==> src/rtl/char_lcd_command_sequencer_core_defines.svh <==
// Assertion macros shared by the character LCD sequencer RTL.
`ifndef CHAR_LCD_COMMAND_SEQUENCER_CORE_DEFINES_SVH
`define CHAR_LCD_COMMAND_SEQUENCER_CORE_DEFINES_SVH

// The consequent must hold in the same cycle as the antecedent.
`define ASSERT_IMPLY(label, clk, rst, ante, cons) \
   label: assert property (@(posedge clk) disable iff (rst) (ante) |-> (cons)) \
      else $error("same-cycle implication failed");

// The consequent must hold in the cycle after the antecedent.
`define ASSERT_NEXT(label, clk, rst, ante, cons) \
   label: assert property (@(posedge clk) disable iff (rst) (ante) |=> (cons)) \
      else $error("next-cycle implication failed");

`endif

==> src/rtl/clcd_pkg.sv <==
// Types, constants and helper functions of the character LCD sequencer.
package clcd_pkg;

   typedef logic [26:0] wait_type;

   localparam wait_type WAIT_NIBBLE     = 27'd500;
   localparam wait_type WAIT_SHORT      = 27'd53000;
   localparam wait_type WAIT_LONG       = 27'd3000000;
   localparam wait_type WAIT_INIT_LONG  = 27'd5000000;
   localparam wait_type WAIT_INIT_SHORT = 27'd200000;
   localparam wait_type WAIT_POWERUP    = 27'd100000000;

   // Command codes.
   localparam logic [4:0] CMD_INIT          = 5'd0;
   localparam logic [4:0] CMD_BLINK_OFF     = 5'd1;
   localparam logic [4:0] CMD_BLINK_ON      = 5'd2;
   localparam logic [4:0] CMD_CURSOR_OFF    = 5'd3;
   localparam logic [4:0] CMD_CURSOR_ON     = 5'd4;
   localparam logic [4:0] CMD_DISPLAY_OFF   = 5'd5;
   localparam logic [4:0] CMD_DISPLAY_ON    = 5'd6;
   localparam logic [4:0] CMD_CLEAR         = 5'd7;
   localparam logic [4:0] CMD_HOME          = 5'd8;
   localparam logic [4:0] CMD_CURSOR_LEFT   = 5'd9;
   localparam logic [4:0] CMD_CURSOR_RIGHT  = 5'd10;
   localparam logic [4:0] CMD_DISPLAY_LEFT  = 5'd11;
   localparam logic [4:0] CMD_DISPLAY_RIGHT = 5'd12;
   localparam logic [4:0] CMD_ENTRY_INC     = 5'd13;
   localparam logic [4:0] CMD_ENTRY_DEC     = 5'd14;
   localparam logic [4:0] CMD_SCROLL_OFF    = 5'd15;
   localparam logic [4:0] CMD_SCROLL_ON     = 5'd16;
   localparam logic [4:0] CMD_SET_POS       = 5'd17;
   localparam logic [4:0] CMD_WRITE_CHAR    = 5'd18;
   localparam logic [4:0] CMD_WRITE_HEX     = 5'd19;
   localparam logic [4:0] CMD_CLEAR_ROW     = 5'd20;

   // Register indexes of the control port.
   localparam logic [1:0] CSR_BUS_MODE    = 2'd0;
   localparam logic [1:0] CSR_TWO_LINES   = 2'd1;
   localparam logic [1:0] CSR_FONT_SELECT = 2'd2;

   // Controller instruction bytes.
   localparam logic [7:0] LCD_CLEAR    = 8'h01;
   localparam logic [7:0] LCD_HOME     = 8'h02;
   localparam logic [7:0] LCD_ENTRY    = 8'h04;
   localparam logic [7:0] LCD_DISPLAY  = 8'h08;
   localparam logic [7:0] LCD_SHIFT    = 8'h10;
   localparam logic [7:0] LCD_FUNCTION = 8'h20;
   localparam logic [7:0] LCD_DDRAM    = 8'h80;
   localparam logic [7:0] LCD_WAKE     = 8'h30;
   localparam logic [3:0] LCD_WAKE_4BIT = 4'h2;
   localparam logic [7:0] CHAR_SPACE   = 8'h20;
   // Entry increment and display on, as left behind by the power-up sequence.
   localparam logic [7:0] LCD_ENTRY_INIT   = 8'h06;
   localparam logic [7:0] LCD_DISPLAY_INIT = 8'h0C;

   typedef enum logic [1:0] {
      KIND_SINGLE,
      KIND_HEX,
      KIND_ROW,
      KIND_INIT
   } kind_type;

   // What the transfer generator needs to replay one command.
   typedef struct packed {
      kind_type   kind;
      logic       mode8;
      logic       rs;
      logic       wait_long;
      logic [7:0] byte0;
      logic [7:0] byte1;
   } xfer_desc_type;

   typedef struct packed {
      logic busy;
      logic take;
   } gen_status_type;

   function automatic logic [7:0] hex_ascii(input logic [3:0] digit);
      logic [7:0] wide;
      wide = {4'h0, digit};
      return (digit < 4'd10) ? (8'h30 + wide) : (8'h37 + wide);
   endfunction

endpackage

==> src/rtl/clcd_if.sv <==
// Valid/ready channel interfaces of the character LCD sequencer.
interface clcd_req_if;
   logic       valid;
   logic       ready;
   logic [4:0] command;
   logic [7:0] char_code;
   logic [5:0] column;
   logic       row;

   modport source(output valid, command, char_code, column, row, input ready);
   modport sink(input valid, command, char_code, column, row, output ready);
endinterface

interface clcd_rsp_if;
   logic        valid;
   logic        ready;
   logic        strobe_res;
   logic        reg_select;
   logic [7:0]  bus_value;
   logic [26:0] wait_ns;
   logic        last;

   modport source(output valid, strobe_res, reg_select, bus_value, wait_ns, last,
                  input ready);
   modport sink(input valid, strobe_res, reg_select, bus_value, wait_ns, last,
                output ready);
endinterface

interface clcd_csr_if;
   logic       valid;
   logic       ready;
   logic [1:0] index;
   logic       wdata;

   modport source(output valid, index, wdata, input ready);
   modport sink(input valid, index, wdata, output ready);
endinterface

==> src/rtl/char_lcd_command_sequencer_core.sv <==
// Top level of the character LCD command sequencer.
// Each item on the request channel is one high-level command for an HD44780-style
// character display controller; the block answers with one result item per bus
// transfer (strobe flag, RS, bus value or nibble, wait in ns, last flag). A command
// occupies the transfer generator until all of its transfers are out, one per cycle
// when the result side is ready. Transfer counts are 1 or 2 for short commands, 2 or 4
// for a hex byte, 9 or 15 for init and DISPLAY_COLUMNS + 1 or 2 * DISPLAY_COLUMNS + 2
// for clear-row (eight-bit and four-bit bus). The next command is accepted in the same
// cycle in which the final transfer of the previous one enters the result register,
// so commands run back to back. Commands that produce nothing (a repeated init or
// an undefined code) leave the generator idle. Control registers may be written at
// any time the block is idle and are always ready.
`include "char_lcd_command_sequencer_core_defines.svh"

module char_lcd_command_sequencer_core
   import clcd_pkg::*;
#(
   parameter int DISPLAY_COLUMNS = 16
) (
   input  logic       clock,
   input  logic       reset,
   clcd_req_if.sink   req_chan,
   clcd_rsp_if.source rsp_chan,
   clcd_csr_if.sink   csr_chan
);

   // The counter must index the longest command, a four-bit clear-row.
   localparam int CNT_W = $clog2(2 * DISPLAY_COLUMNS + 2);

   logic             req_accept;
   logic             dec_load;
   xfer_desc_type    dec_desc;
   logic [CNT_W-1:0] dec_last_idx;
   gen_status_type   gen_status;

   // A new command is taken whenever the generator is idle or is handing over
   // the final transfer of its current command this cycle.
   assign req_chan.ready = gen_status.take;
   assign req_accept     = req_chan.valid && req_chan.ready;

   // The decoder updates the shadow display, entry and shift bits at acceptance
   // and turns the command into a compact description for the generator.
   clcd_decode #(
      .DISPLAY_COLUMNS(DISPLAY_COLUMNS),
      .CNT_W          (CNT_W)
   ) u_decode (
      .clock    (clock),
      .reset    (reset),
      .accept   (req_accept),
      .command  (req_chan.command),
      .char_code(req_chan.char_code),
      .column   (req_chan.column),
      .row      (req_chan.row),
      .csr_chan (csr_chan),
      .load     (dec_load),
      .desc     (dec_desc),
      .last_idx (dec_last_idx)
   );

   // The generator replays the description into the result register, one transfer per
   // cycle while the result side is ready; the register also decouples the two channels.
   clcd_xfer_gen #(
      .CNT_W(CNT_W)
   ) u_xfer_gen (
      .clock   (clock),
      .reset   (reset),
      .load    (req_accept && dec_load),
      .desc    (dec_desc),
      .last_idx(dec_last_idx),
      .status  (gen_status),
      .rsp_chan(rsp_chan)
   );

   // A command that produces transfers must keep the generator busy next cycle.
   `ASSERT_NEXT(a_load_starts, clock, reset, req_accept && dec_load, gen_status.busy)
   // A silent command taken while idle must not wake the generator.
   `ASSERT_NEXT(a_silent_idle, clock, reset, req_accept && !dec_load && !gen_status.busy,
                !gen_status.busy)
   // A command is only taken over a running one when that one is finishing.
   `ASSERT_IMPLY(a_no_overrun, clock, reset, req_accept && gen_status.busy,
                 rsp_chan.ready || !rsp_chan.valid)

endmodule

==> src/rtl/clcd_decode.sv <==
// Command decoder with shadow state and control registers.
module clcd_decode
   import clcd_pkg::*;
#(
   parameter int DISPLAY_COLUMNS = 16,
   parameter int CNT_W           = 6
) (
   input  logic               clock,
   input  logic               reset,
   input  logic               accept,
   input  logic [4:0]         command,
   input  logic [7:0]         char_code,
   input  logic [5:0]         column,
   input  logic               row,
   clcd_csr_if.sink           csr_chan,
   output logic               load,
   output xfer_desc_type      desc,
   output logic [CNT_W-1:0]   last_idx
);

   localparam logic [CNT_W-1:0] ROW_LAST8  = CNT_W'(DISPLAY_COLUMNS);
   localparam logic [CNT_W-1:0] ROW_LAST4  = CNT_W'(2 * DISPLAY_COLUMNS + 1);
   localparam logic [CNT_W-1:0] INIT_LAST8 = CNT_W'(8);
   localparam logic [CNT_W-1:0] INIT_LAST4 = CNT_W'(14);

   logic       bus_mode_ff, two_lines_ff, font_select_ff;
   logic       initialized_ff, initialized_in;
   logic [1:0] entry_ff, entry_in;
   logic [2:0] display_ff, display_in;
   logic [1:0] shift_ff, shift_in;

   assign csr_chan.ready = 1'b1;

   always_comb begin
      initialized_in = initialized_ff;
      entry_in       = entry_ff;
      display_in     = display_ff;
      shift_in       = shift_ff;
      load           = 1'b1;
      desc.kind      = KIND_SINGLE;
      desc.mode8     = bus_mode_ff;
      desc.rs        = 1'b0;
      desc.wait_long = 1'b0;
      desc.byte0     = 8'h00;
      desc.byte1     = 8'h00;
      unique case (command)
         CMD_INIT: begin
            if (initialized_ff) begin
               load = 1'b0;
            end else begin
               initialized_in = 1'b1;
               entry_in       = 2'b10;
               display_in     = 3'b100;
               shift_in       = 2'b00;
               desc.kind      = KIND_INIT;
               desc.byte0     = LCD_FUNCTION |
                                {3'b000, bus_mode_ff, two_lines_ff, font_select_ff, 2'b00};
            end
         end
         CMD_BLINK_OFF: begin
            display_in = display_ff & 3'b110;
            desc.byte0 = LCD_DISPLAY | {5'b0, display_in};
         end
         CMD_BLINK_ON: begin
            display_in = display_ff | 3'b001;
            desc.byte0 = LCD_DISPLAY | {5'b0, display_in};
         end
         CMD_CURSOR_OFF: begin
            display_in = display_ff & 3'b101;
            desc.byte0 = LCD_DISPLAY | {5'b0, display_in};
         end
         CMD_CURSOR_ON: begin
            display_in = display_ff | 3'b010;
            desc.byte0 = LCD_DISPLAY | {5'b0, display_in};
         end
         CMD_DISPLAY_OFF: begin
            display_in = display_ff & 3'b011;
            desc.byte0 = LCD_DISPLAY | {5'b0, display_in};
         end
         CMD_DISPLAY_ON: begin
            display_in = display_ff | 3'b100;
            desc.byte0 = LCD_DISPLAY | {5'b0, display_in};
         end
         CMD_CLEAR: begin
            desc.byte0     = LCD_CLEAR;
            desc.wait_long = 1'b1;
         end
         CMD_HOME: begin
            desc.byte0     = LCD_HOME;
            desc.wait_long = 1'b1;
         end
         CMD_CURSOR_LEFT, CMD_CURSOR_RIGHT, CMD_DISPLAY_LEFT, CMD_DISPLAY_RIGHT: begin
            // The four shift codes map onto select and direction in order.
            shift_in   = command[1:0] - 2'd1;
            desc.byte0 = LCD_SHIFT | {4'b0, shift_in, 2'b00};
         end
         CMD_ENTRY_INC: begin
            entry_in   = entry_ff | 2'b10;
            desc.byte0 = LCD_ENTRY | {6'b0, entry_in};
         end
         CMD_ENTRY_DEC: begin
            entry_in   = entry_ff & 2'b01;
            desc.byte0 = LCD_ENTRY | {6'b0, entry_in};
         end
         CMD_SCROLL_OFF: begin
            entry_in   = entry_ff & 2'b10;
            desc.byte0 = LCD_ENTRY | {6'b0, entry_in};
         end
         CMD_SCROLL_ON: begin
            entry_in   = entry_ff | 2'b01;
            desc.byte0 = LCD_ENTRY | {6'b0, entry_in};
         end
         CMD_SET_POS: begin
            desc.byte0 = LCD_DDRAM | {1'b0, row, column};
         end
         CMD_WRITE_CHAR: begin
            desc.rs    = 1'b1;
            desc.byte0 = char_code;
         end
         CMD_WRITE_HEX: begin
            desc.kind  = KIND_HEX;
            desc.rs    = 1'b1;
            desc.byte0 = hex_ascii(char_code[7:4]);
            desc.byte1 = hex_ascii(char_code[3:0]);
         end
         CMD_CLEAR_ROW: begin
            desc.kind  = KIND_ROW;
            desc.byte0 = LCD_DDRAM | {1'b0, row, 6'b000000};
         end
         default: begin
            load = 1'b0;
         end
      endcase
   end

   always_comb begin
      unique case (desc.kind)
         KIND_SINGLE: last_idx = desc.mode8 ? CNT_W'(0) : CNT_W'(1);
         KIND_HEX:    last_idx = desc.mode8 ? CNT_W'(1) : CNT_W'(3);
         KIND_ROW:    last_idx = desc.mode8 ? ROW_LAST8 : ROW_LAST4;
         KIND_INIT:   last_idx = desc.mode8 ? INIT_LAST8 : INIT_LAST4;
      endcase
   end

   always_ff @(posedge clock) begin
      if (reset) begin
         initialized_ff <= 1'b0;
         entry_ff       <= 2'b00;
         display_ff     <= 3'b000;
         shift_ff       <= 2'b00;
      end else if (accept) begin
         initialized_ff <= initialized_in;
         entry_ff       <= entry_in;
         display_ff     <= display_in;
         shift_ff       <= shift_in;
      end
   end

   always_ff @(posedge clock) begin
      if (reset) begin
         bus_mode_ff    <= 1'b0;
         two_lines_ff   <= 1'b1;
         font_select_ff <= 1'b0;
      end else if (csr_chan.valid) begin
         unique case (csr_chan.index)
            CSR_BUS_MODE:    bus_mode_ff    <= csr_chan.wdata;
            CSR_TWO_LINES:   two_lines_ff   <= csr_chan.wdata;
            CSR_FONT_SELECT: font_select_ff <= csr_chan.wdata;
            default: begin
            end
         endcase
      end
   end

endmodule

==> src/rtl/clcd_xfer_gen.sv <==
// Transfer generator: steps through one command and drives the result register.
`include "char_lcd_command_sequencer_core_defines.svh"

module clcd_xfer_gen
   import clcd_pkg::*;
#(
   parameter int CNT_W = 6
) (
   input  logic             clock,
   input  logic             reset,
   input  logic             load,
   input  xfer_desc_type    desc,
   input  logic [CNT_W-1:0] last_idx,
   output gen_status_type   status,
   clcd_rsp_if.source       rsp_chan
);

   logic                busy_ff, busy_in;
   xfer_desc_type       desc_ff;
   logic [CNT_W-1:0]    last_ff;
   logic [CNT_W-1:0]    step_ff, step_in;
   logic                valid_ff;
   logic                strobe_ff, rs_ff, last_out_ff;
   logic [7:0]          value_ff;
   wait_type            wait_ff;

   logic                advance, is_last, take;
   logic [CNT_W-1:0]    pre_len, rel, bidx;
   logic                in_pre, high_half;
   logic [7:0]          cur_byte;
   logic                cur_rs, cur_long;
   logic                x_strobe, x_rs;
   logic [7:0]          x_value;
   wait_type            x_wait;

   assign advance = busy_ff && (!valid_ff || rsp_chan.ready);
   assign is_last = (step_ff == last_ff);
   assign take    = !busy_ff || (advance && is_last);

   assign status.busy = busy_ff;
   assign status.take = take;

   // Init opens with the power-up wait and the wake-up transfers.
   assign pre_len   = desc_ff.mode8 ? CNT_W'(4) : CNT_W'(5);
   assign in_pre    = (desc_ff.kind == KIND_INIT) && (step_ff < pre_len);
   assign rel       = (desc_ff.kind == KIND_INIT) ? (step_ff - pre_len) : step_ff;
   assign bidx      = desc_ff.mode8 ? rel : (rel >> 1);
   assign high_half = !desc_ff.mode8 && !rel[0];

   always_comb begin
      cur_byte = desc_ff.byte0;
      cur_rs   = desc_ff.rs;
      cur_long = desc_ff.wait_long;
      unique case (desc_ff.kind)
         KIND_SINGLE: begin
         end
         KIND_HEX: begin
            cur_byte = (bidx == CNT_W'(0)) ? desc_ff.byte0 : desc_ff.byte1;
         end
         KIND_ROW: begin
            if (bidx != CNT_W'(0)) begin
               cur_byte = CHAR_SPACE;
               cur_rs   = 1'b1;
            end
         end
         KIND_INIT: begin
            cur_rs   = 1'b0;
            cur_long = 1'b0;
            if (bidx == CNT_W'(1)) begin
               cur_byte = LCD_DISPLAY;
            end else if (bidx == CNT_W'(2)) begin
               cur_byte = LCD_CLEAR;
               cur_long = 1'b1;
            end else if (bidx == CNT_W'(3)) begin
               cur_byte = LCD_ENTRY_INIT;
            end else if (bidx == CNT_W'(4)) begin
               cur_byte = LCD_DISPLAY_INIT;
            end
         end
      endcase
   end

   always_comb begin
      x_strobe = 1'b1;
      x_rs     = cur_rs;
      if (in_pre) begin
         x_rs = 1'b0;
         if (step_ff == CNT_W'(0)) begin
            x_strobe = 1'b0;
            x_value  = 8'h00;
            x_wait   = WAIT_POWERUP;
         end else if (step_ff == CNT_W'(4)) begin
            x_value  = {4'h0, LCD_WAKE_4BIT};
            x_wait   = WAIT_SHORT;
         end else begin
            x_value  = desc_ff.mode8 ? LCD_WAKE : {4'h0, LCD_WAKE[7:4]};
            x_wait   = (step_ff == CNT_W'(1)) ? WAIT_INIT_LONG : WAIT_INIT_SHORT;
         end
      end else if (high_half) begin
         x_value = {4'h0, cur_byte[7:4]};
         x_wait  = WAIT_NIBBLE;
      end else begin
         x_value = desc_ff.mode8 ? cur_byte : {4'h0, cur_byte[3:0]};
         x_wait  = cur_long ? WAIT_LONG : WAIT_SHORT;
      end
   end

   assign busy_in = take ? load : busy_ff;

   always_comb begin
      if (take) begin
         step_in = '0;
      end else if (advance) begin
         step_in = step_ff + 1'b1;
      end else begin
         step_in = step_ff;
      end
   end

   always_ff @(posedge clock) begin
      if (reset) begin
         busy_ff  <= 1'b0;
         valid_ff <= 1'b0;
      end else begin
         busy_ff <= busy_in;
         if (advance) begin
            valid_ff <= 1'b1;
         end else if (rsp_chan.ready) begin
            valid_ff <= 1'b0;
         end
      end
   end

   always_ff @(posedge clock) begin
      step_ff <= step_in;
      if (take && load) begin
         desc_ff <= desc;
         last_ff <= last_idx;
      end
      if (advance) begin
         strobe_ff   <= x_strobe;
         rs_ff       <= x_rs;
         value_ff    <= x_value;
         wait_ff     <= x_wait;
         last_out_ff <= is_last;
      end
   end

   assign rsp_chan.valid      = valid_ff;
   assign rsp_chan.strobe_res = strobe_ff;
   assign rsp_chan.reg_select = rs_ff;
   assign rsp_chan.bus_value  = value_ff;
   assign rsp_chan.wait_ns    = wait_ff;
   assign rsp_chan.last       = last_out_ff;

   // Within one command the transfer index moves up by one per emitted transfer.
   `ASSERT_NEXT(a_step_counts, clock, reset, advance && !is_last,
                step_ff == CNT_W'($past(step_ff) + 1'b1))

endmodule
==> src/flat_wrapper.sv <==
// flat-port wrapper written by rule: the top's interface ports become plain ports
module char_lcd_command_sequencer_core_flat import clcd_pkg::*;
#(
   parameter int DISPLAY_COLUMNS = 16
)
  (clock, reset, req_chan_valid, req_chan_command, req_chan_char_code, req_chan_column, req_chan_row, req_chan_ready, rsp_chan_valid, rsp_chan_strobe_res, rsp_chan_reg_select, rsp_chan_bus_value, rsp_chan_wait_ns, rsp_chan_last, rsp_chan_ready, csr_chan_valid, csr_chan_index, csr_chan_wdata, csr_chan_ready);
  clcd_req_if req_chan_i ();
  clcd_rsp_if rsp_chan_i ();
  clcd_csr_if csr_chan_i ();
  input  logic clock;
  input  logic reset;
  input wire logic [$bits(req_chan_i.valid)-1:0] req_chan_valid;
  input wire logic [$bits(req_chan_i.command)-1:0] req_chan_command;
  input wire logic [$bits(req_chan_i.char_code)-1:0] req_chan_char_code;
  input wire logic [$bits(req_chan_i.column)-1:0] req_chan_column;
  input wire logic [$bits(req_chan_i.row)-1:0] req_chan_row;
  output wire logic [$bits(req_chan_i.ready)-1:0] req_chan_ready;
  output wire logic [$bits(rsp_chan_i.valid)-1:0] rsp_chan_valid;
  output wire logic [$bits(rsp_chan_i.strobe_res)-1:0] rsp_chan_strobe_res;
  output wire logic [$bits(rsp_chan_i.reg_select)-1:0] rsp_chan_reg_select;
  output wire logic [$bits(rsp_chan_i.bus_value)-1:0] rsp_chan_bus_value;
  output wire logic [$bits(rsp_chan_i.wait_ns)-1:0] rsp_chan_wait_ns;
  output wire logic [$bits(rsp_chan_i.last)-1:0] rsp_chan_last;
  input wire logic [$bits(rsp_chan_i.ready)-1:0] rsp_chan_ready;
  input wire logic [$bits(csr_chan_i.valid)-1:0] csr_chan_valid;
  input wire logic [$bits(csr_chan_i.index)-1:0] csr_chan_index;
  input wire logic [$bits(csr_chan_i.wdata)-1:0] csr_chan_wdata;
  output wire logic [$bits(csr_chan_i.ready)-1:0] csr_chan_ready;
  assign req_chan_i.valid = req_chan_valid;
  assign req_chan_i.command = req_chan_command;
  assign req_chan_i.char_code = req_chan_char_code;
  assign req_chan_i.column = req_chan_column;
  assign req_chan_i.row = req_chan_row;
  assign req_chan_ready = req_chan_i.ready;
  assign rsp_chan_valid = rsp_chan_i.valid;
  assign rsp_chan_strobe_res = rsp_chan_i.strobe_res;
  assign rsp_chan_reg_select = rsp_chan_i.reg_select;
  assign rsp_chan_bus_value = rsp_chan_i.bus_value;
  assign rsp_chan_wait_ns = rsp_chan_i.wait_ns;
  assign rsp_chan_last = rsp_chan_i.last;
  assign rsp_chan_i.ready = rsp_chan_ready;
  assign csr_chan_i.valid = csr_chan_valid;
  assign csr_chan_i.index = csr_chan_index;
  assign csr_chan_i.wdata = csr_chan_wdata;
  assign csr_chan_ready = csr_chan_i.ready;
  char_lcd_command_sequencer_core #(.DISPLAY_COLUMNS(DISPLAY_COLUMNS)) u_core (.clock(clock), .reset(reset), .req_chan(req_chan_i), .rsp_chan(rsp_chan_i), .csr_chan(csr_chan_i));
endmodule
==> config.mk <==
export PLATFORM = sky130hd
export DESIGN_NAME = char_lcd_command_sequencer_core_flat
export DESIGN_NICKNAME = d
export VERILOG_FILES = /design/src/rtl/clcd_pkg.sv /design/src/rtl/clcd_if.sv /design/src/rtl/char_lcd_command_sequencer_core.sv /design/src/rtl/clcd_decode.sv /design/src/rtl/clcd_xfer_gen.sv /design/src/flat_wrapper.sv
export VERILOG_INCLUDE_DIRS = /design/src /design/src/rtl
export SDC_FILE = /design/constraint.sdc
export NUM_CORES = 1
export LEC_CHECK = 0
export BUFFER_PORTS_ARGS = -buffer_cell sky130_fd_sc_hd__buf_2
export CAP_MARGIN = 20
export CORE_MARGIN = 2
export CORE_UTILIZATION = 45
export CTS_CLUSTER_SIZE = 16
export DETAILED_ROUTE_END_ITERATION = 7
export GPL_ROUTABILITY_DRIVEN = 0
export PLACE_DENSITY = 0.75
export SYNTH_ARGS = -nofsm -noshare
export SYNTH_HDL_FRONTEND = slang
export SYNTH_SLANG_ARGS = --single-unit
==> constraint.sdc <==
create_clock -name clock -period 6.2 [get_ports clock]
set_clock_uncertainty 0.1 [all_clocks]
set_input_delay 1.86 -clock clock [delete_from_list [all_inputs] [get_ports clock]]
set_output_delay 1.86 -clock clock [all_outputs]
set_load 0.02 [all_outputs]
Word level (Yosys, flattened, before mapping)
Index checks and enable logic that the tools add are counted.
{ "totals": {"output_inout_bits": 41, "reg_bits": 82} }
{ "classes": {"mux": 49, "bitwise": 10, "n_eq_ne": 36, "n_reduce_logical": 38, "add_sub_neg": 7, "magnitude_cmp": 3} }
{ "ops": {"columns": ["op", "count"], "rows": [
  ["case mux 8 bit (18 select lines)", 1],
  ["2-to-1 mux 8 bit", 9],
  ["2-to-1 mux 27 bit", 2],
  ["2-to-1 mux 23 bit", 2],
  ["2-to-1 mux 22 bit", 2],
  ["2-to-1 mux 6 bit", 7],
  ["equality test 5 x 4 -> 1 bit, second input constant", 8],
  ["adder 6 x 4 -> 7 bit, first input constant", 4],
  ["equality test 5 bit, second input constant", 5],
  ["case mux 6 bit (4 select lines)", 1],
  ["case mux 8 bit (3 select lines)", 1],
  ["case mux 3 bit (7 select lines)", 1],
  ["AND reduction 7 bit", 3],
  ["equality test 5 x 3 -> 1 bit, second input constant", 4],
  ["OR reduction 20 bit", 1],
  ["nonzero test 3 bit", 5],
  ["2-to-1 mux 7 bit", 2],
  ["equality test 6 x 1 -> 1 bit, second input constant", 2],
  ["equality test 6 x 2 -> 1 bit, second input constant", 2],
  ["equality test 6 x 3 -> 1 bit, second input constant", 2],
  ["zero test 6 bit", 2],
  ["2-to-1 mux 1 bit", 12],
  ["equality test 2 bit, second input constant", 5],
  ["equality test 5 x 2 -> 1 bit, second input constant", 2],
  ["26 further kinds", 58]
]} }

Logic depth before layout (Yosys ltp)
Gate-level depths: netlist (run 1).
{ "logic_depth": {"depth_word": 13, "ltp_mapped": 13, "ltp_nobuf": 11} }

Modules after synthesis
A second synthesis (run 1) with hierarchy kept.
{ "hier_totals": {"hier_cells": 484, "hier_area_um2": 4727.0} }
{ "modules_own_cells": {"columns": ["mod", "area_each_um2", "seq_area_each_um2", "instances", "cells_per_inst"], "rows": [
  ["clcd_xfer_gen", 3339.5, 1811.7, 1, 292],
  ["clcd_decode", 1375.1, 180.2, 1, 190],
  ["char_lcd_command_sequencer_core", 12.5, 0.0, 1, 2]
]} }

Worst setup path before layout (run 1)
Ideal clock, no wire load.
{ "synth_path": {"path_kind": "input -> register", "start": "input req_chan_command[0]", "end": "register u_core.u_xfer_gen.desc_ff[0] in the netlist's numbering, enable pin", "n_path_buf": 0, "t_required_ps": 5673, "setup_slack_ps": 1426, "arrival_time_ps": 4247, "cell_stages": 8, "setup_time_ps": 427, "path_cell_list": "inv_1 > ha_1 > nand2b_1 > nor3_1 > nand2b_1 > nand2_1 > nor2_1 > a31oi_1"} }
{ "synth_via": {"elab_chain_cells": 5, "elab_cells_between_ends": 25, "cone_classes": "eq/ne (20); mux (1); reduce/logical (4)"} }
{ "synth_lines": {"columns": ["element", "line_no", "rtl"], "rows": [
  ["start: declaration", "flat_wrapper.sv:13", "input wire logic [$bits(req_chan_i.command)-1:0] req_chan_command;"],
  ["equality test 5 bit (tied with other cells)", "clcd_decode.sv:46", "unique case (command)"],
  ["OR reduction 20 bit (no line)", null, null],
  ["case mux 1 bit (2 select lines) *", "clcd_decode.sv:46", null],
  ["logical AND 1 bit *", "char_lcd_command_sequencer_core.sv:67", ".load (req_accept && dec_load),"],
  ["logical AND 1 bit *", "clcd_xfer_gen.sv:136", "if (take && load) begin"],
  ["end signal: assignment", "clcd_xfer_gen.sv:137", "desc_ff <= desc;"],
  ["end: declaration", "clcd_xfer_gen.sv:19", "xfer_desc_type desc_ff;"]
]} }
Every way passes the cells marked *; elsewhere a longest branch is shown, timed or not.
A chain may end at the register's enable or synchronous reset.

Worst setup path after layout (run 1)
{ "layout_path": {"start": "input rsp_chan_ready", "end": "output req_chan_ready"} }
{ "layout_via": {"elab_chain_cells": 4} }
{ "layout_lines": {"columns": ["element", "line_no", "rtl"], "rows": [
  ["start: declaration", "flat_wrapper.sv:24", "input wire logic [$bits(rsp_chan_i.ready)-1:0] rsp_chan_ready;"],
  ["logical OR 1 bit", "clcd_xfer_gen.sv:36", "assign advance = busy_ff && (!valid_ff || rsp_chan.ready);"],
  ["logical AND 1 bit", "clcd_xfer_gen.sv:36", null],
  ["logical AND 1 bit", "clcd_xfer_gen.sv:38", "assign take = !busy_ff || (advance && is_last);"],
  ["logical OR 1 bit", "clcd_xfer_gen.sv:38", null],
  ["end: declaration", "flat_wrapper.sv:17", "output wire logic [$bits(req_chan_i.ready)-1:0] req_chan_ready;"]
]} }
No other way between the ends.

==> impl_metrics.env, run 1 <==
export IMPL_antenna_found_initial=0
export IMPL_drtPass1Iterations=4
export IMPL_start_util_pct=46.5
export IMPL_dieWidth_um=102
export IMPL_insertion_delay_ns=0.35
export IMPL_ant_nets=0
export IMPL_synth_edf_count=54
export IMPL_drive_gt1_share_pct=18.7
export IMPL_hold_viol_final=0
export IMPL_fmax_ghz=0.203
export IMPL_ctsHoldBuffers=0
export IMPL_grt_overflow=0
export IMPL_vdd_drop_max_uv=96.8
export IMPL_yosys_warnings=0
export IMPL_setup_viol=0
export IMPL_end_kind="primary output"
export IMPL_drc=0
export IMPL_use_met3_pct=3.83
export IMPL_cts_sinks=71
export IMPL_async_flop_share_pct=0
export IMPL_io_pins=69
export IMPL_path_cells="buf_2 -> nor2b_1 -> o41ai_4 -> buf_2"
export IMPL_vias=3622
export IMPL_dp_hpwl_um=7080
export IMPL_p_sw_uw=315
export IMPL_grt_pass1_vias=3314
export IMPL_wirelength_um=9460
export IMPL_fin_tns_setup_ns=0
export IMPL_use_met2_pct=31.4
export IMPL_core_rowCount=35
export IMPL_syn_avg_cell_area_um2=9.36
export IMPL_drt_iter0_markers=139
export IMPL_nNetsFinal=548
export IMPL_port_buffers=63
export IMPL_dpl_cell_area_mm2=0.00464
export IMPL_critPathLaunchType="input pin"
export IMPL_die_area_mm2=0.0104
export IMPL_tightest_slew_ns=0.767
export IMPL_syn_cell_area_mm2=0.00432
export IMPL_synth_area_leader_cell="edfxtp_1"
export IMPL_cap_violations=0
export IMPL_grt_setup_unrepaired="no"
export IMPL_reg2reg_slack_ns=2.57
export IMPL_yosysTopAreaCellShare_pct=37.6
export IMPL_synthCells=461
export IMPL_switching_share_pct=28.1
export IMPL_path_common_cell="buf_2"
export IMPL_grt_pass1_wl_um=15500
export IMPL_layout_min_cycle_time_ns=4.92
export IMPL_p_leak_nw=1.85
export IMPL_reg2reg_to="u_core.u_xfer_gen.rsp_chan.bus_value[0]$_DFFE_PP_"
export IMPL_run_status="finished clean"
export IMPL_die_h_um=102
export IMPL_vias_per_cell=5.63
export IMPL_final_cell_mix="buf_2 (63), edfxtp_1 (54), nor2_1 (53), nand2_1 (42), a21oi_1 (38)"
export IMPL_seq_area_frac_synth_pct=45.5
export IMPL_htreeDepth=3
export IMPL_syn2layout_area_growth_pct=12.2
export IMPL_p_int_uw=804
export IMPL_placedCellCount=627
export IMPL_core_area_mm2=0.00928
export IMPL_ys_types=66
export IMPL_numCtsBuffers=9
export IMPL_top_usage_layer="met2"
export IMPL_track_usage_pct=18.9
export IMPL_n_antenna_cell=0
export IMPL_tritoncts="yes"
export IMPL_clock_path_buffers=2
export IMPL_timing_final_crit_share_pct=79.4
export IMPL_post_cts_resized_instances=0
export IMPL_wl_per_cell_um=14.7
export IMPL_critPathMaxFanout=10
export IMPL_min_to="u_core.u_decode.two_lines_ff$_SDFFE_PP1P_"
export IMPL_p_seq_share_pct=50.1
export IMPL_p_clk_share_pct=32.8
export IMPL_final_common_cell="buf_2"
export IMPL_clk_pin_slew_worst_paths_ns=0.08
export IMPL_crit_reg2reg_launch="u_core.u_xfer_gen.desc_ff[18]$_DFFE_PP_"
export IMPL_grt_util_met1_pct=24.1
export IMPL_design_area_mm2=0.00484
export IMPL_slew_violations=0
export IMPL_hp_start="u_core.u_decode.two_lines_ff$_SDFFE_PP1P_"
export IMPL_max_stage_delay_ns=0.67
export IMPL_cts_setup_buffers=0
export IMPL_clock_root_buffer="clkbuf_8"
export IMPL_critical_path_class="input pin to primary output"
export IMPL_rr_worst_depth=11
export IMPL_maxSlewHeadroom_pct=48.3
export IMPL_required_ns=4.24
export IMPL_synthFlopType="edfxtp_1"
export IMPL_fin_cells=643
export IMPL_grt_max_degree=34
export IMPL_crit_slowest_cell="o41ai_4"
export IMPL_hold_depth=2
export IMPL_power_density_mw_per_mm2=231
export IMPL_synth_area_leaders="edfxtp_1 (38%), dfxtp_1 (7.9%), nor2_1 (4.6%)"
export IMPL_crit_arrival_ns=2.96
export IMPL_ys_ff_latch=71
export IMPL_hp_class="flip-flop to flip-flop"
export IMPL_combPwrFrac_pct=17.1
[per-layer routing]
metal	vias up	wire length (µm)
met5	-	0
met4	0	235
met3	24	634
met2	151	4470
met1	1677	4110
li1	1770	-
[synthesized netlist by cell type (all sizes together) (3+ instances only)]
library cell,count
a21o,6
a21oi,38
a22oi,4
a31oi,7
a32oi,3
and2,6
and3,3
buf,18
clkbuf,13
dfxtp,17
edfxtp,54
ha,11
inv,20
mux2i,7
nand2,45
nand2b,10
nand3,9
nand3b,5
nand4,4
nor2,53
nor2b,6
nor3,20
nor3b,5
nor4,4
o2111ai,3
o21ai,26
o221ai,3
o22ai,3
or2,3
or3,3
xnor2,13
xor2,4
[kinds of logic after synthesis]
logic type      count (synthesis)  share of synthesized area (%)
flops                          71                           45.5
simple gates                  182                           21.0
mux                             7                           1.62
buf+inv                        52                           6.15
compound gates                119                           18.8
xor+xnor                       17                           3.62
other cells                     2                          0.174
fa+ha+maj                      11                           3.19
[sequential cells by signal (all words and copies together), names as in the netlist, 2 cells and up]
name                                  cells
u_core.u_xfer_gen.desc_ff                20
u_core.u_xfer_gen.rsp_chan.wait_ns       17
u_core.u_xfer_gen.rsp_chan.bus_value      8
u_core.u_xfer_gen.last_ff                 6
u_core.u_xfer_gen.step_ff                 6
u_core.u_decode.display_ff                3
u_core.u_decode.entry_ff                  2
[worst max-delay path, delay by kind of cell]
kind	cells	cell delay, ns
AND/OR/NAND/NOR	1	0.07
AO/OA/AOI/OAI	1	0.67
buffers and inverters	2	0.36
[power by group through the flow]
stage	registers, mW	logic, mW	clock network (mW)
after floorplan	0.585	0.126	0
after global routing	0.563	0.211	0.395
after CTS	0.560	0.190	0.373
final	0.560	0.191	0.367
after global placement	0.570	0.185	0
after detailed placement	0.571	0.189	0
[how the worst max path moves through the flow]
stage / from / to / slack [ns] / depth (start not counted)
global placement: rsp_chan_ready / req_chan_ready / 1.30 / 4
floorplan: req_chan_command[0] / u_core.u_xfer_gen.desc_ff[0]$_SDFFCE_PN0P_ / 1.43 / 8
detailed placement: rsp_chan_ready / req_chan_ready / 1.27 / 4
finish: rsp_chan_ready / req_chan_ready / 1.28 / 4
CTS: rsp_chan_ready / req_chan_ready / 1.27 / 4
global route: rsp_chan_ready / req_chan_ready / 1.16 / 4
[through the flow]
| stage | power, mW | hold WS (ns) | setup slack [ns] | util (%) |
|---|---|---|---|---|
| global route | 1.17 | 0.435 | 1.16 | 52.2 |
| finish | 1.12 | 0.392 | 1.28 | 52.2 |
| floorplan | 0.710 | 0.348 | 1.43 | - |
| detailed placement | 0.761 | 0.378 | 1.27 | 50.0 |
| CTS | 1.12 | 0.398 | 1.27 | 52.2 |
| global placement | 0.755 | 0.375 | 1.30 | 50.0 |
[layout make-up]
cell class | instances | area, µm²
sequential | 71 | 1960
multi-input combinational | 341 | 2110
tap | 129 | 161
inverter | 21 | 78.8
timing repair buffer | 65 | 330
clock inverter | 4 | 25.0
fill | 880 | 4440
clock buffer | 12 | 178
Power figures use the tool's default switching activity.
==> run 2: changes to the inputs <==
clock period = 4.9 ns   (was 6.2 ns; I/O delays follow)
==> run 2 against run 1 <==
Die area stayed put. Largest power group unchanged. Via count is 0.39% lower. Highest routed layer unchanged. First-iteration DRC count is 57% higher. Power is 28% higher. Hold slack better by 0.024 ns.
==> impl_metrics.env, run 2 (synthesis gave the netlist of run 1 again) <==
export IMPL_run_status="finished clean"
export IMPL_regArea_mm2=0.00196
export IMPL_power_density_mw_per_mm2=295
export IMPL_final_core_util_pct=52.4
export IMPL_layout_min_cycle_time_ns=3.85
export IMPL_largest_register="u_core.u_xfer_gen.desc_ff"
export IMPL_grt_pass1_vias=3265
export IMPL_dpl_cell_area_mm2=0.00466
export IMPL_switching_share_pct=27.0
export IMPL_final_common_cell="buf_2"
export IMPL_vias=3608
export IMPL_start_util_pct=46.5
export IMPL_core_area_mm2=0.00928
export IMPL_post_cts_resized_instances=0
export IMPL_dieWidth_um=102
export IMPL_clock_path_buffers=2
export IMPL_drc=0
export IMPL_critPathLaunchType="input pin"
export IMPL_critPathMaxFanout=16
export IMPL_grt_setup_unrepaired="no"
export IMPL_vdd_drop_max_uv=168
export IMPL_timing_final_crit_share_pct=78.5
export IMPL_core_rowCount=35
export IMPL_final_cell_mix="buf_2 (63), edfxtp_1 (54), nor2_1 (53), nand2_1 (42), a21oi_1 (38)"
export IMPL_fillCellCount=887
export IMPL_fin_tns_setup_ns=0
export IMPL_crit_arrival_ns=3.79
export IMPL_setup_viol=0
export IMPL_end_kind="flip-flop"
export IMPL_cts_setup_buffers=0
export IMPL_tritoncts="yes"
export IMPL_track_usage_pct=19.6
export IMPL_antenna_found_initial=0
export IMPL_p_clk_share_pct=33.6
export IMPL_io_pins=69
export IMPL_die_h_um=102
export IMPL_clock_root_buffer="clkbuf_8"
export IMPL_nNetsFinal=550
export IMPL_p_int_mw=1.05
export IMPL_holdWs_ns=0.417
export IMPL_hold_viol_final=0
export IMPL_finalPower_mw=1.44
export IMPL_design_area_mm2=0.00486
export IMPL_largest_reg_flops=20
export IMPL_p_seq_share_pct=49.4
export IMPL_cts_sinks=71
export IMPL_cap_violations=0
export IMPL_drive_gt1_share_pct=19.0
export IMPL_crit_slowest_cell="a31oi_2"
export IMPL_tightest_slew_ns=0.662
export IMPL_dp_hpwl_um=7180
export IMPL_grt_max_degree=34
export IMPL_vias_per_cell=5.59
export IMPL_fmax_ghz=0.260
export IMPL_grt_pass1_wl_um=15900
export IMPL_syn2layout_area_growth_pct=12.7
export IMPL_drtPass1Iterations=6
export IMPL_p_sw_uw=388
export IMPL_htreeDepth=3
export IMPL_ctsHoldBuffers=0
export IMPL_multiInputGateArea_mm2=0.00211
export IMPL_ant_nets=0
export IMPL_die_area_mm2=0.0104
export IMPL_combPwrFrac_pct=17.0
export IMPL_wl_per_cell_um=15.0
export IMPL_path_common_cell="nand2b_1"
export IMPL_critical_path_class="input pin to flip-flop"
export IMPL_insertion_delay_ns=0.35
export IMPL_max_stage_delay_ns=0.50
export IMPL_path_cells="buf_2 -> inv_1 -> ha_1 -> nand2b_1 -> nor3_1 -> nand2b_1 -> nand2_1 -> nor2_1 -> a31oi_2 -> buf_4"
export IMPL_numCtsBuffers=9
export IMPL_required_ns=4.84
export IMPL_p_leak_nw=1.86
export IMPL_hp_class="flip-flop to flip-flop"
export IMPL_grt_overflow=0
export IMPL_clk_pin_slew_worst_paths_ns=0.07
export IMPL_maxSlewHeadroom_pct=55.7
export IMPL_port_buffers=63
export IMPL_n_antenna_cell=0
export IMPL_drt_iter0_markers=218
export IMPL_wirelength_um=9660
export IMPL_slew_violations=0
[run 2: worst paths after layout]
path / slack, ns / cells after the start / end / startpoint
setup / recovery: 1.05 / 10 / u_core.u_xfer_gen.desc_ff[3]$_SDFFCE_PN0P_ / req_chan_command[0]
hold / removal: 0.42 / 2 / u_core.u_decode.entry_ff[0]$_SDFFE_PP0P_ / u_core.u_decode.entry_ff[0]$_SDFFE_PP0P_
hold reg to reg: 0.42 / 2 / u_core.u_decode.entry_ff[0]$_SDFFE_PP0P_ / u_core.u_decode.entry_ff[0]$_SDFFE_PP0P_
setup reg to reg: 1.18 / 11 / u_core.u_xfer_gen.rsp_chan.bus_value[0]$_DFFE_PP_ / u_core.u_xfer_gen.desc_ff[18]$_DFFE_PP_
[run 2: power by group through the flow]
stage | clock network [mW] | registers, mW | logic (mW)
floorplan | 0 | 0.740 | 0.159
global placement | 0 | 0.722 | 0.236
detailed placement | 0 | 0.724 | 0.242
CTS | 0.497 | 0.710 | 0.243
global route | 0.518 | 0.714 | 0.270
finish | 0.482 | 0.710 | 0.244
[run 2: final cells by class]
| cell class | count | area share (%) |
|---|---|---|
| flip-flops and latches | 71 | 40.3 |
| repair buffers | 67 | 7.10 |
| clock inverters | 3 | 0.823 |
| well taps | 129 | 3.32 |
| clock buffers | 13 | 3.47 |
| multi-input cells | 341 | 43.3 |
| inverters | 21 | 1.62 |
[run 2: per-layer routing]
metal	GRT usage, %	vias up	routed length, µm
met1	24.8	1652	4110
met4	7.18	0	264
met5	0	-	0
li1	-	1774	-
met3	4.99	21	715
met2	32.7	161	4570
[run 2: metrics by stage]
step	cells	setup slack [ns]
4_1_cts	645	1.09
3_3_place_gp	629	0.914
5_1_grt	645	0.765
3_5_place_dp	629	0.741
2_1_floorplan	464	0.516
6_report	645	1.05
[run 2: worst max-delay path: cells and delay by family]
kind	cells	cell delay [ns]
AO/OA/AOI/OAI	1	0.50
AND/OR/NAND/NOR	5	1.00
buffers and inverters	3	0.55
adder cells (fa/ha/maj)	1	0.25
==> run 3: changes to the inputs <==
clock period = 3.6 ns   (was 4.9 ns; I/O delays follow)
==> run 3 against run 2 <==
Hold slack lost 0.0067 ns. Highest routed layer unchanged. Largest cell class unchanged. Combinational power grew 41%. Critical path type is now flip-flop to flip-flop. Global-route usage decreased by 0.69 points. First-iteration DRC count down 22%. Sequential cell count unchanged. Setup slack got worse by 0.73 ns. Die area stayed put.
==> impl_metrics.env, run 3 (synthesis gave the netlist of run 1 again) <==
export IMPL_run_status="finished clean"
export IMPL_hold_depth=2
export IMPL_reg2reg_to="u_core.u_xfer_gen.rsp_chan.bus_value[1]$_DFFE_PP_"
export IMPL_drt_iter0_markers=169
export IMPL_vias=3624
export IMPL_p_clk_share_pct=30.1
export IMPL_maxSlewHeadroom_pct=61.4
export IMPL_io_pins=69
export IMPL_finalPower_mw=1.87
export IMPL_core_area_mm2=0.00928
export IMPL_cts_setup_buffers=0
export IMPL_crit_arrival_ns=3.24
export IMPL_max_stage_delay_ns=0.40
export IMPL_min_to="u_core.u_decode.entry_ff[0]$_SDFFE_PP0P_"
export IMPL_critPathMaxFanout=9
export IMPL_power_density_mw_per_mm2=383
export IMPL_combPwrFrac_pct=18.4
export IMPL_die_h_um=102
export IMPL_vias_per_cell=5.58
export IMPL_fin_tns_setup_ns=0
export IMPL_p_int_mw=1.34
export IMPL_critical_path_class="flip-flop to flip-flop"
export IMPL_rr_worst_depth=11
export IMPL_tightest_slew_ns=0.576
export IMPL_regArea_mm2=0.00196
export IMPL_crit_reg2reg_launch="u_core.u_xfer_gen.desc_ff[18]$_DFFE_PP_"
export IMPL_wirelength_um=9550
export IMPL_design_area_mm2=0.00487
export IMPL_cp_top_family="simple AND/OR/NAND/NOR gates"
export IMPL_hold_viol_final=0
export IMPL_vdd_drop_max_uv=182
export IMPL_antenna_found_initial=0
export IMPL_clock_path_buffers=2
export IMPL_core_rowCount=35
export IMPL_n_antenna_cell=0
export IMPL_p_leak_nw=1.86
export IMPL_layout_min_cycle_time_ns=3.28
export IMPL_setup_ws_ns=0.324
export IMPL_required_ns=3.56
export IMPL_grt_max_degree=34
export IMPL_ctsHoldBuffers=0
export IMPL_path_buf_inv=1
export IMPL_grt_pass1_wl_um=15600
export IMPL_numCtsBuffers=9
export IMPL_setup_viol=0
export IMPL_track_usage_pct=18.9
export IMPL_cts_sinks=71
export IMPL_tritoncts="yes"
export IMPL_drtPass1Iterations=6
export IMPL_dp_hpwl_um=7270
export IMPL_p_seq_share_pct=51.5
export IMPL_nNetsFinal=554
export IMPL_dieWidth_um=102
export IMPL_drc=0
export IMPL_dpl_cell_area_mm2=0.00470
export IMPL_pre_cts_ws_ns=0.304
export IMPL_htreeDepth=3
export IMPL_cap_violations=0
export IMPL_post_cts_resized_instances=0
export IMPL_grt_overflow=0
export IMPL_fmax_ghz=0.305
export IMPL_hp_class="flip-flop to flip-flop"
export IMPL_wl_per_cell_um=14.7
export IMPL_largest_register="u_core.u_xfer_gen.desc_ff"
export IMPL_grt_setup_unrepaired="no"
export IMPL_insertion_delay_ns=0.34
export IMPL_grt_pass1_vias=3380
export IMPL_fillCellCount=908
export IMPL_end_kind="flip-flop"
export IMPL_syn2layout_area_growth_pct=13.0
export IMPL_largest_reg_flops=20
export IMPL_clock_root_buffer="clkbuf_8"
export IMPL_path_common_cell="ha_1"
export IMPL_switching_share_pct=28.0
export IMPL_reg2reg_slack_ns=0.32
export IMPL_clk_pin_slew_worst_paths_ns=0.07
export IMPL_multiInputGateArea_mm2=0.00211
export IMPL_critPathLaunchType="flip-flop"
export IMPL_final_common_cell="buf_2"
export IMPL_hp_start="u_core.u_decode.entry_ff[0]$_SDFFE_PP0P_"
export IMPL_path_cells="inv_1 -> ha_1 -> ha_1 -> nand2b_1 -> nand2_1 -> a32oi_1 -> and3_1 -> nand2_2 -> a21o_1 -> a22oi_1 -> o2111ai_1"
export IMPL_drive_gt1_share_pct=19.4
export IMPL_slew_violations=0
export IMPL_p_sw_uw=524
export IMPL_crit_slowest_cell="and3_1"
export IMPL_final_cell_mix="buf_2 (63), edfxtp_1 (54), nor2_1 (53), nand2_1 (42), a21oi_1 (38)"
export IMPL_die_area_mm2=0.0104
export IMPL_port_buffers=63
export IMPL_timing_final_crit_share_pct=91.0
export IMPL_start_util_pct=46.5
export IMPL_ant_nets=0
==> run 3: worst register-to-register path, cell delays in order (launching register included) <==
cell	delay [ns]
edfxtp_1	0.39
inv_1	0.18
ha_1	0.20
ha_1	0.22
nand2b_1	0.21
nand2_1	0.15
a32oi_1	0.29
and3_1	0.40
nand2_2	0.20
a21o_1	0.20
a22oi_1	0.29
o2111ai_1	0.19
==> run 3: layer usage <==
metal,wire [µm],global-route usage [%],share of wire [%],vias to the layer above
li1,-,-,-,1779
met1,4170,23.0,44,1679
met2,4550,32.1,48,136
met3,461,3.63,4.8,30
met4,357,9.64,3.7,0
met5,0,0,0,-
==> run 3: power groups by stage <==
stage / sequential (mW) / clock, mW / combinational, mW
2_1_floorplan: 1.01 / 0 / 0.218
3_3_place_gp: 0.979 / 0 / 0.332
3_5_place_dp: 0.981 / 0 / 0.341
4_1_cts: 0.962 / 0.574 / 0.342
5_1_grt: 0.967 / 0.609 / 0.379
6_report: 0.962 / 0.563 / 0.344
==> run 3: worst max path at each step <==
stage                                       startpoint                                           endpoint  depth (start not counted)
4_1_cts        u_core.u_xfer_gen.desc_ff[18]$_DFFE_PP_  u_core.u_xfer_gen.rsp_chan.bus_value[1]$_DFFE_PP_                         11
3_3_place_gp                       req_chan_command[0]         u_core.u_xfer_gen.desc_ff[3]$_SDFFCE_PN0P_                         10
2_1_floorplan                      req_chan_command[0]         u_core.u_xfer_gen.desc_ff[0]$_SDFFCE_PN0P_                          8
3_5_place_dp                       req_chan_command[0]        u_core.u_xfer_gen.desc_ff[12]$_SDFFCE_PN0P_                         10
5_1_grt        u_core.u_xfer_gen.desc_ff[18]$_DFFE_PP_  u_core.u_xfer_gen.rsp_chan.bus_value[0]$_DFFE_PP_                         11
6_report       u_core.u_xfer_gen.desc_ff[18]$_DFFE_PP_  u_core.u_xfer_gen.rsp_chan.bus_value[1]$_DFFE_PP_                         11
==> run 3: area by class of cell <==
| class | instances | share of cell area, % |
|---|---|---|
| clock buffers | 13 | 3.26 |
| clock inverters | 3 | 0.359 |
| inverters | 21 | 1.62 |
| multi-input cells | 341 | 43.2 |
| flip-flops and latches | 71 | 40.2 |
| well taps | 129 | 3.31 |
| repair buffers | 71 | 7.96 |
==> run 3: metrics by stage <==
stage / cells / utilization, % / hold WS [ns]
finish: 649 / 52.5 / 0.410
global route: 649 / 52.5 / 0.449
CTS: 649 / 52.5 / 0.404
detailed placement: 633 / 50.6 / 0.389
global placement: 633 / 50.6 / 0.395
floorplan: 464 / - / 0.348
